===== src/rtl/rds_pkg.sv =====
// Shared types and constants for the ACPI resource descriptor scanner.
// Used by the descriptor walker, the record capture and the top level.
// No dependencies.
package rds_pkg;

   // Number of descriptor header bytes that are kept.
   localparam int HDR_BYTES = 18;
   // Position and span width: a descriptor spans up to 65535 + 3 bytes.
   localparam int POS_W = 17;

   // Header byte offsets inside one descriptor.
   localparam int HDR_OPCODE   = 0;
   localparam int HDR_LEN_LO   = 1;
   localparam int HDR_LEN_HI   = 2;
   localparam int HDR_GPIO_TYP = 4;
   localparam int HDR_TYPE_FLG = 5;
   localparam int HDR_I2C_FLG  = 6;
   localparam int HDR_GPIO_FLG = 7;
   localparam int HDR_PIN_CFG  = 9;
   localparam int HDR_SPEED    = 12;
   localparam int HDR_PIN_OFS  = 14;
   localparam int HDR_ADDR     = 16;
   localparam int HDR_LAST     = 17;

   // Opcodes and descriptor type codes.
   localparam logic [7:0] OP_SERIAL_BUS = 8'h8E;
   localparam logic [7:0] OP_GPIO       = 8'h8C;
   localparam logic [7:0] BUS_I2C       = 8'h01;
   localparam logic [7:0] GPIO_INT      = 8'h00;
   localparam logic [7:0] GPIO_IO       = 8'h01;
   localparam logic [15:0] PIN_NONE     = 16'hFFFF;
   // Opcode plus the two length bytes are not counted in the length field.
   localparam logic [POS_W-1:0] HDR_LEN_ADJ = POS_W'(3);

   // Interrupt trigger codes.
   localparam logic [2:0] TRIG_EDGE_RISING  = 3'd0;
   localparam logic [2:0] TRIG_EDGE_FALLING = 3'd1;
   localparam logic [2:0] TRIG_EDGE_BOTH    = 3'd2;
   localparam logic [2:0] TRIG_LEVEL_HIGH   = 3'd3;
   localparam logic [2:0] TRIG_LEVEL_LOW    = 3'd4;

   // Header bytes as seen by the decode logic.
   typedef logic [HDR_BYTES-1:0][7:0] hdr_type;

   // One byte moving from the input register into the scanner state.
   typedef struct packed {
      logic       fire;
      logic [7:0] data;
      logic       last;
   } step_type;

   typedef struct packed {
      logic        found;
      logic [2:0]  flags;
      logic [31:0] speed;
      logic [15:0] addr;
   } i2c_rec_type;

   typedef struct packed {
      logic        found;
      logic [13:0] flags;
      logic [2:0]  trig;
      logic [15:0] pin;
   } int_rec_type;

   typedef struct packed {
      logic        found;
      logic [11:0] flags;
      logic [15:0] pin;
   } io_rec_type;

   typedef struct packed {
      i2c_rec_type i2c;
      int_rec_type intr;
      io_rec_type  io;
   } result_type;

endpackage


===== src/rtl/acpi_resource_descriptor_scanner.sv =====
// Results: the last byte passes the input register, then the result register.
// Throughput: one template byte per cycle; the input register passes a byte
// every cycle unless it holds a last byte while a finished result still waits.
// Reset: synchronous, active high; clears position, span, records and all
// valid flags. After each result the scan state returns to its reset values.
module acpi_resource_descriptor_scanner
   import rds_pkg::*;
(
   input  logic         clock,
   input  logic         reset,
   // Template byte stream.
   input  logic         req_tvalid,
   output logic         req_tready,
   input  logic [7:0]   req_tdata,  // [7:0] data_byte
   input  logic         req_tlast,  // last_byte
   // Findings, one transfer per template.
   output logic         rsp_tvalid,
   input  logic         rsp_tready,
   // [0] i2c_found, [3:1] i2c_flag_bits, [35:4] i2c_bus_speed,
   // [51:36] i2c_target_address, [52] int_found, [66:53] int_flag_bits,
   // [69:67] int_trigger_type, [85:70] int_pin, [86] io_found,
   // [98:87] io_flag_bits, [114:99] io_pin, [119:115] zero
   output logic [119:0] rsp_tdata
);

   logic       in_valid_ff;
   logic [7:0] in_data_ff;
   logic       in_last_ff;
   logic       advance;
   step_type   step;

   logic             rsp_valid_ff;
   result_type       rsp_data_ff;
   result_type       result;
   logic [POS_W-1:0] walk_pos;
   hdr_type          hdr_view;

   // A byte leaves the input register unless it would overwrite a waiting result.
   assign advance    = in_valid_ff && (!in_last_ff || !rsp_valid_ff || rsp_tready);
   assign req_tready = !in_valid_ff || advance;
   assign step       = '{fire: advance, data: in_data_ff, last: in_last_ff};

   // Input register.
   always_ff @(posedge clock) begin
      if (reset) begin
         in_valid_ff <= 1'b0;
      end else if (req_tready) begin
         in_valid_ff <= req_tvalid;
      end
   end

   always_ff @(posedge clock) begin
      if (req_tready && req_tvalid) begin
         in_data_ff <= req_tdata;
         in_last_ff <= req_tlast;
      end
   end

   rds_walker u_walker (
      .clock    (clock),
      .reset    (reset),
      .step     (step),
      .walk_pos (walk_pos),
      .hdr_view (hdr_view)
   );

   rds_capture u_capture (
      .clock    (clock),
      .reset    (reset),
      .step     (step),
      .walk_pos (walk_pos),
      .hdr_view (hdr_view),
      .result   (result)
   );

   // Result register.
   always_ff @(posedge clock) begin
      if (reset) begin
         rsp_valid_ff <= 1'b0;
      end else if (advance && in_last_ff) begin
         rsp_valid_ff <= 1'b1;
      end else if (rsp_tready) begin
         rsp_valid_ff <= 1'b0;
      end
   end

   always_ff @(posedge clock) begin
      if (advance && in_last_ff) begin
         rsp_data_ff <= result;
      end
   end

   assign rsp_tvalid = rsp_valid_ff;
   assign rsp_tdata  = {5'd0,
                        rsp_data_ff.io.pin, rsp_data_ff.io.flags, rsp_data_ff.io.found,
                        rsp_data_ff.intr.pin, rsp_data_ff.intr.trig,
                        rsp_data_ff.intr.flags, rsp_data_ff.intr.found,
                        rsp_data_ff.i2c.addr, rsp_data_ff.i2c.speed,
                        rsp_data_ff.i2c.flags, rsp_data_ff.i2c.found};

`ifndef SYNTH
   // After the last byte of a template the walk starts over.
   a_restart: assert property (@(posedge clock) disable iff (reset)
      advance && in_last_ff |=> walk_pos == '0)
      else $error("walker did not restart after the last byte");

   // A last byte never passes a result that has not been taken.
   a_no_overrun: assert property (@(posedge clock) disable iff (reset)
      in_valid_ff && in_last_ff && rsp_valid_ff && !rsp_tready |-> !advance && !req_tready)
      else $error("result overwritten before transfer");

   // A record that was not found reports zeros.
   a_int_clean: assert property (@(posedge clock) disable iff (reset)
      rsp_valid_ff && !rsp_data_ff.intr.found |->
         rsp_data_ff.intr.pin == '0 && rsp_data_ff.intr.trig == '0)
      else $error("interrupt fields set without a decoded descriptor");

   // Trigger codes stay within the defined set.
   a_trig_range: assert property (@(posedge clock) disable iff (reset)
      rsp_valid_ff |-> rsp_data_ff.intr.trig <= TRIG_LEVEL_LOW)
      else $error("trigger type out of range");
`endif

endmodule


===== src/rtl/rds_walker.sv =====
// Descriptor walker: tracks the position inside the current descriptor,
// its span and the kept header bytes. Depends on rds_pkg.
module rds_walker
   import rds_pkg::*;
(
   input  logic             clock,
   input  logic             reset,
   input  step_type         step,
   output logic [POS_W-1:0] walk_pos,
   output hdr_type          hdr_view
);

   logic [POS_W-1:0] pos_ff, pos_in;
   logic [POS_W-1:0] len_ff, len_in;
   logic [POS_W-1:0] pos_inc;
   hdr_type          hdr_ff;

   // Header bytes with the byte of this transfer written through.
   always_comb begin
      for (int i = 0; i < HDR_BYTES; i++) begin
         hdr_view[i] = (pos_ff == POS_W'(i)) ? step.data : hdr_ff[i];
      end
   end

   // The span is known once the high length byte arrives.
   always_comb begin
      len_in = len_ff;
      if (pos_ff == POS_W'(HDR_LEN_HI)) begin
         len_in = POS_W'({step.data, hdr_ff[HDR_LEN_LO]}) + HDR_LEN_ADJ;
      end
   end

   // Step to the next byte, or back to the start at the end of a descriptor.
   always_comb begin
      pos_inc = pos_ff + POS_W'(1);
      if (step.last) begin
         pos_in = '0;
      end else if (pos_ff >= POS_W'(HDR_LEN_HI) && pos_inc >= len_in) begin
         pos_in = '0;
      end else begin
         pos_in = pos_inc;
      end
   end

   always_ff @(posedge clock) begin
      if (reset) begin
         pos_ff <= '0;
         len_ff <= '0;
      end else if (step.fire) begin
         pos_ff <= pos_in;
         len_ff <= step.last ? '0 : len_in;
      end
   end

   // Header store; entries are only read after they are written.
   always_ff @(posedge clock) begin
      for (int i = 0; i < HDR_BYTES; i++) begin
         if (step.fire && pos_ff == POS_W'(i)) begin
            hdr_ff[i] <= step.data;
         end
      end
   end

   assign walk_pos = pos_ff;

endmodule


===== src/rtl/rds_capture.sv =====
// Record capture: decodes I2C serial-bus and GPIO descriptors from the
// header view and holds the found records. Depends on rds_pkg.
module rds_capture
   import rds_pkg::*;
(
   input  logic             clock,
   input  logic             reset,
   input  step_type         step,
   input  logic [POS_W-1:0] walk_pos,
   input  hdr_type          hdr_view,
   output result_type       result
);

   i2c_rec_type i2c_ff, i2c_in;
   int_rec_type int_ff, int_in;
   io_rec_type  io_ff, io_in;
   logic [7:0]  pin_low_ff;

   logic [15:0]      pin_ofs;
   logic [POS_W-1:0] pin_ofs_ext;
   logic [POS_W-1:0] commit_pos;
   logic             gpio_act;
   logic             pin_low_hit;
   logic             commit_hit;
   logic [7:0]       pin_lo;
   logic [7:0]       pin_hi;
   logic [15:0]      pin;
   logic [7:0]       gflags;
   logic             level;
   logic [1:0]       pol;
   logic [2:0]       trig;
   logic             i2c_hit;

   // Pin table offset and the position at which the pin is complete.
   always_comb begin
      pin_ofs     = {hdr_view[HDR_PIN_OFS+1], hdr_view[HDR_PIN_OFS]};
      pin_ofs_ext = POS_W'(pin_ofs);
      commit_pos  = (pin_ofs >= 16'd15) ? pin_ofs_ext + POS_W'(1) : POS_W'(15);
      gpio_act    = walk_pos >= POS_W'(15) && !int_ff.found &&
                    hdr_view[HDR_OPCODE] == OP_GPIO;
      pin_low_hit = gpio_act && walk_pos == pin_ofs_ext && pin_ofs >= 16'd16;
      commit_hit  = gpio_act && walk_pos == commit_pos;
   end

   // Pin bytes come from the header when the table sits inside it.
   always_comb begin
      pin_lo = (pin_ofs < 16'd16) ? hdr_view[{1'b0, pin_ofs[3:0]}] : pin_low_ff;
      pin_hi = (pin_ofs < 16'd15) ? hdr_view[{1'b0, pin_ofs[3:0] + 4'd1}] : step.data;
      pin    = {pin_hi, pin_lo};
   end

   // Trigger decode from the level bit and polarity.
   always_comb begin
      gflags = hdr_view[HDR_GPIO_FLG];
      level  = ~gflags[0];
      pol    = gflags[2:1];
      if (level) begin
         trig = (pol == 2'd0) ? TRIG_LEVEL_HIGH : TRIG_LEVEL_LOW;
      end else begin
         case (pol)
            2'd1:    trig = TRIG_EDGE_RISING;
            2'd2:    trig = TRIG_EDGE_BOTH;
            default: trig = TRIG_EDGE_FALLING;
         endcase
      end
   end

   // First I2C serial-bus descriptor wins.
   always_comb begin
      i2c_hit = walk_pos == POS_W'(HDR_LAST) && !i2c_ff.found &&
                hdr_view[HDR_OPCODE] == OP_SERIAL_BUS &&
                hdr_view[HDR_TYPE_FLG] == BUS_I2C;
      i2c_in = i2c_ff;
      if (i2c_hit) begin
         i2c_in.found = 1'b1;
         i2c_in.flags = {hdr_view[HDR_GPIO_FLG][0], hdr_view[HDR_I2C_FLG][1:0]};
         i2c_in.speed = {hdr_view[HDR_SPEED+3], hdr_view[HDR_SPEED+2],
                         hdr_view[HDR_SPEED+1], hdr_view[HDR_SPEED]};
         i2c_in.addr  = {hdr_view[HDR_ADDR+1], hdr_view[HDR_ADDR]};
      end
   end

   // GPIO records: first interrupt, and io descriptors until then.
   always_comb begin
      int_in = int_ff;
      io_in  = io_ff;
      if (commit_hit && pin != PIN_NONE) begin
         if (hdr_view[HDR_GPIO_TYP] == GPIO_INT) begin
            int_in.found = 1'b1;
            int_in.flags = {hdr_view[HDR_PIN_CFG], gflags[4], gflags[3], pol, level,
                            hdr_view[HDR_TYPE_FLG][0]};
            int_in.trig  = trig;
            int_in.pin   = pin;
         end else if (hdr_view[HDR_GPIO_TYP] == GPIO_IO) begin
            io_in.found = 1'b1;
            io_in.flags = {hdr_view[HDR_PIN_CFG], gflags[3], gflags[1:0],
                           hdr_view[HDR_TYPE_FLG][0]};
            io_in.pin   = pin;
         end
      end
   end

   always_ff @(posedge clock) begin
      if (reset) begin
         i2c_ff <= '0;
         int_ff <= '0;
         io_ff  <= '0;
      end else if (step.fire) begin
         if (step.last) begin
            i2c_ff <= '0;
            int_ff <= '0;
            io_ff  <= '0;
         end else begin
            i2c_ff <= i2c_in;
            int_ff <= int_in;
            io_ff  <= io_in;
         end
      end
   end

   // Low pin byte when the pin table starts at offset 16 or beyond.
   always_ff @(posedge clock) begin
      if (step.fire && pin_low_hit) begin
         pin_low_ff <= step.data;
      end
   end

   assign result = '{i2c: i2c_in, intr: int_in, io: io_in};

endmodule


===== config.mk =====
export PLATFORM = sky130hd
export DESIGN_NAME = acpi_resource_descriptor_scanner
export DESIGN_NICKNAME = d
export VERILOG_FILES = /design/src/rtl/rds_pkg.sv /design/src/rtl/acpi_resource_descriptor_scanner.sv /design/src/rtl/rds_walker.sv /design/src/rtl/rds_capture.sv
export SDC_FILE = /design/constraint.sdc
export NUM_CORES = 1
export LEC_CHECK = 0
export ABC_CLOCK_PERIOD_IN_PS = 10900
export BUFFER_PORTS_ARGS = -buffer_cell sky130_fd_sc_hd__buf_2
export CORE_MARGIN = 8
export CORE_UTILIZATION = 55
export CTS_CLUSTER_SIZE = 10
export DETAILED_ROUTE_END_ITERATION = 16
export GPL_TIMING_DRIVEN = 1
export PLACE_DENSITY = 0.84
export SLEW_MARGIN = 15
export SYNTH_ARGS = -nofsm -noshare
export SYNTH_HDL_FRONTEND = slang
export SYNTH_HIERARCHICAL = 1
export SYNTH_SLANG_ARGS = --single-unit

===== constraint.sdc =====
create_clock -name clock -period 10.9 [get_ports clock]
set_clock_uncertainty 0.2 [all_clocks]
set_input_delay 0.545 -clock clock [delete_from_list [all_inputs] [get_ports clock]]
set_output_delay 0.545 -clock clock [all_outputs]
set_load 0.01 [all_outputs]

==> results.toml <==
[final_layout]
utilization = 0.6230
final_layout_size_suffix_gt1_frac = 0.2709
diodes = 0
layout.nets = 1932
n_fill_cell = 2884
multi_input_area_mm2 = 0.009404
final-seq-area_mm2 = 0.01131
syn_to_final_growth_pct = 12.54

[floorplan]
start_util = 0.5536
die_area_mm2 = 0.04527
pin_count = 135
fp.coreArea_mm2 = 0.03847
die_w_um = 212.8
dieHeight_um = 212.8
rows = 72

[critical_path]
arrival_ns = 8.39
regToRegStartpoint = "u_walker/walk_pos[9]"
cp_data_required_time_ns = 11.18
end_kind = "flip-flop"
startpoint_type = "flip-flop"
worst-path-max-fanout = 61
crit_start = "u_walker/walk_pos[9]"
critPathKind = "flip-flop to flip-flop"

[sta]
worst_hold_slack_ns = 0.02631
setup_violations = 0
fmax_mhz = 123.4
setup_tns_ns = 0
worst_pin_slew_ns = 1.132
timing.final.crit_share = 0.7436
hold_violations = 0
grt_setup_unrepaired = "false"
maxSlewHeadroom = 0.2395
fin_crit_ns = 8.105
fin_ws_ns = 2.795
final_max_slew_viol_count = 0

[detailed_routing]
vias = 15820
wl_um = 61510
drtIter0Drc = 1898
drc_errors = 0
drt_pass1_iterations = 8
wl_per_cell_um = 25.09
antenna_left = 0
viasPerCell = 6.452

[clocking]
cts.clk_slew.worst_paths_ns = 0.05
cts_tree = "built"
clk_path_buf_depth = 3
numCtsBuffers = 50
cts.sinks = 427
htree_levels = 2
clk_latency_ns = 0.58
post_cts_buffers = 0
cts_root_buffer = "clkbuf_16"

[global_routing]
grt_pass1_vias = 15730
grt_start_max_net_pins = 81
antenna_found_initial = 1
grt_util_all_layers = 0.2667
overflow = 0
grt_pass1_wl_um = 93580

[synth]
synth_edf_count = 276
synth-seq-cells = 427
synth_cell_types = 89
synth.largest_area_cell = "edfxtp_1"
synth_cells = 1789
synthFlopType = "edfxtp_1"
synth_area_mm2 = 0.02129
yosys-top-cells-count = "edfxtp_1 (276), nand2_1 (197), mux2_2 (196)"
yosysMostFrequentCell = "edfxtp_1"
ys_seq_area_frac = 0.5312
syn_area_per_cell_um2 = 11.90
yosys-top-cells-area = "edfxtp_1 (39%), dfxtp_1 (14%), mux2_2 (10%)"
synthArstFlopShare = 0
synth_top_area_frac = 0.3892
ys_warn_count = 6

[place]
place_congestion = 0.9509
pre_cts_slack_ns = 3.054
dp_hpwl_um = 40950
port_buffers = 129

[flow_run]
drv_cap = 0

[power]
leakage_nw = 8.567
ir_drop_v = 0.0001204
power_per_cell_area_mw_per_mm2 = 141.9
power_mw = 3.402

[outcome]
outcome = "complete, no violations"

[hold_path]
worstHoldStart = "req_tvalid"
hold_path.class = "input pin to flip-flop"
[power breakdown]
group | switching (mW) | leakage (nW) | internal [mW] | total (mW)
clock | 0.637 | 0.722 | 0.901 | 1.54
combinational | 0.0936 | 4.05 | 0.0323 | 0.126
sequential | 0.00639 | 3.80 | 1.73 | 1.74
[state kept, by name, indices dropped and copies added, names as in the netlist, 17 cells and up]
register and cells:
u_capture/i2c_ff 52, u_capture/io_ff 29, u_capture/int_ff 34, u_walker/len_ff 17
u_walker/hdr_ff 144, rsp_tdata 115, u_walker/walk_pos 17
[worst max-delay path, cell delays in order (launching register included)]
cell	delay [ns]
dfxtp_1	0.43
or4_1	0.62
nor2_1	0.34
nand3_2	0.27
nor2_2	0.38
mux2_2	0.22
buf_4	0.72
ha_1	0.50
nand3_1	0.30
nor4_1	0.72
and2_1	0.28
a211oi_1	0.08
o21ai_0	0.76
nand4b_1	0.51
a211oi_4	0.44
buf_4	0.51
nand2_1	0.41
o21ai_0	0.30
[cells by family (layout without fill, tap and decap cells)]
| family | after synthesis | after routing | synth area share |
|---|---|---|---|
| buffers and inverters | 154 | 295 | 0.03073 |
| XOR/XNOR | 56 | 56 | 0.02368 |
| AND/OR/NAND/NOR | 552 | 552 | 0.1235 |
| flip-flops | 427 | 427 | 0.5312 |
| other | 1 | 5 | 0.0001761 |
| adder cells (fa/ha/maj) | 27 | 27 | 0.01575 |
| multiplexers | 283 | 283 | 0.1792 |
| AO/OA/AOI/OAI | 289 | 289 | 0.09578 |
[path summary, 6_finish.rpt]
path / to / slack (ns) / depth (start not counted)
worst min register to register: u_capture/int_ff[21] / 0.25 / 2
worst max-delay path: u_capture/int_ff[8] / 2.79 / 17
worst max register to register: u_capture/int_ff[8] / 2.79 / 17
worst min-delay path: in_valid_ff / 0.03 / 3
[layer usage]
layer  up-vias  GRT usage  share of wire
li1       6946          -              -
met1      7726     0.3497           0.39
met2       957     0.4233           0.47
met3       192    0.05079          0.095
met4         0     0.1304          0.048
met5         -          0              0
[cell usage in the layout (no fill, tap or decap), drive strengths merged, types with 22 or more instances in the layout]
cell type,Yosys,routed
buf,38,161
edfxtp,276,276
nor4,22,22
inv,31,33
a22o,23,23
mux4,59,59
nor3,31,31
dfxtp,151,151
ha,26,26
a21oi,68,68
xnor2,32,32
nand2,198,198
nand3,36,36
o21ai,51,51
nor2,163,163
mux2i,28,28
mux2,196,196
clkbuf,84,87
xor2,23,23
a22oi,55,55
[final cells by class]
class / count / area share
clock inverter: 6 / 0.002141
timing repair buffer: 170 / 0.04083
multi-input combinational: 1212 / 0.3924
clock buffer: 87 / 0.06061
tap: 518 / 0.02704
inverter: 32 / 0.005012
sequential: 427 / 0.4720
[through the flow]
| step | std cells | cell area (um^2) |
|---|---|---|
| 5_1_grt | 2452 | 23970 |
| 4_1_cts | 2452 | 23940 |
| 2_1_floorplan | 1793 | 21310 |
| 6_report | 2452 | 23970 |
| 3_3_place_gp | 2350 | 22340 |
| 3_5_place_dp | 2350 | 22350 |
[repair_timing]
| action | CTS | global route |
|---|---|---|
| endpoints found under the hold margin | 9 | 0 |
| hold buffers | 9 | 0 |
| endpoints found under the setup margin | 0 | 0 |
| gates resized for setup | 0 | 0 |
No activity file was read; power rests on OpenSTA's default activity.
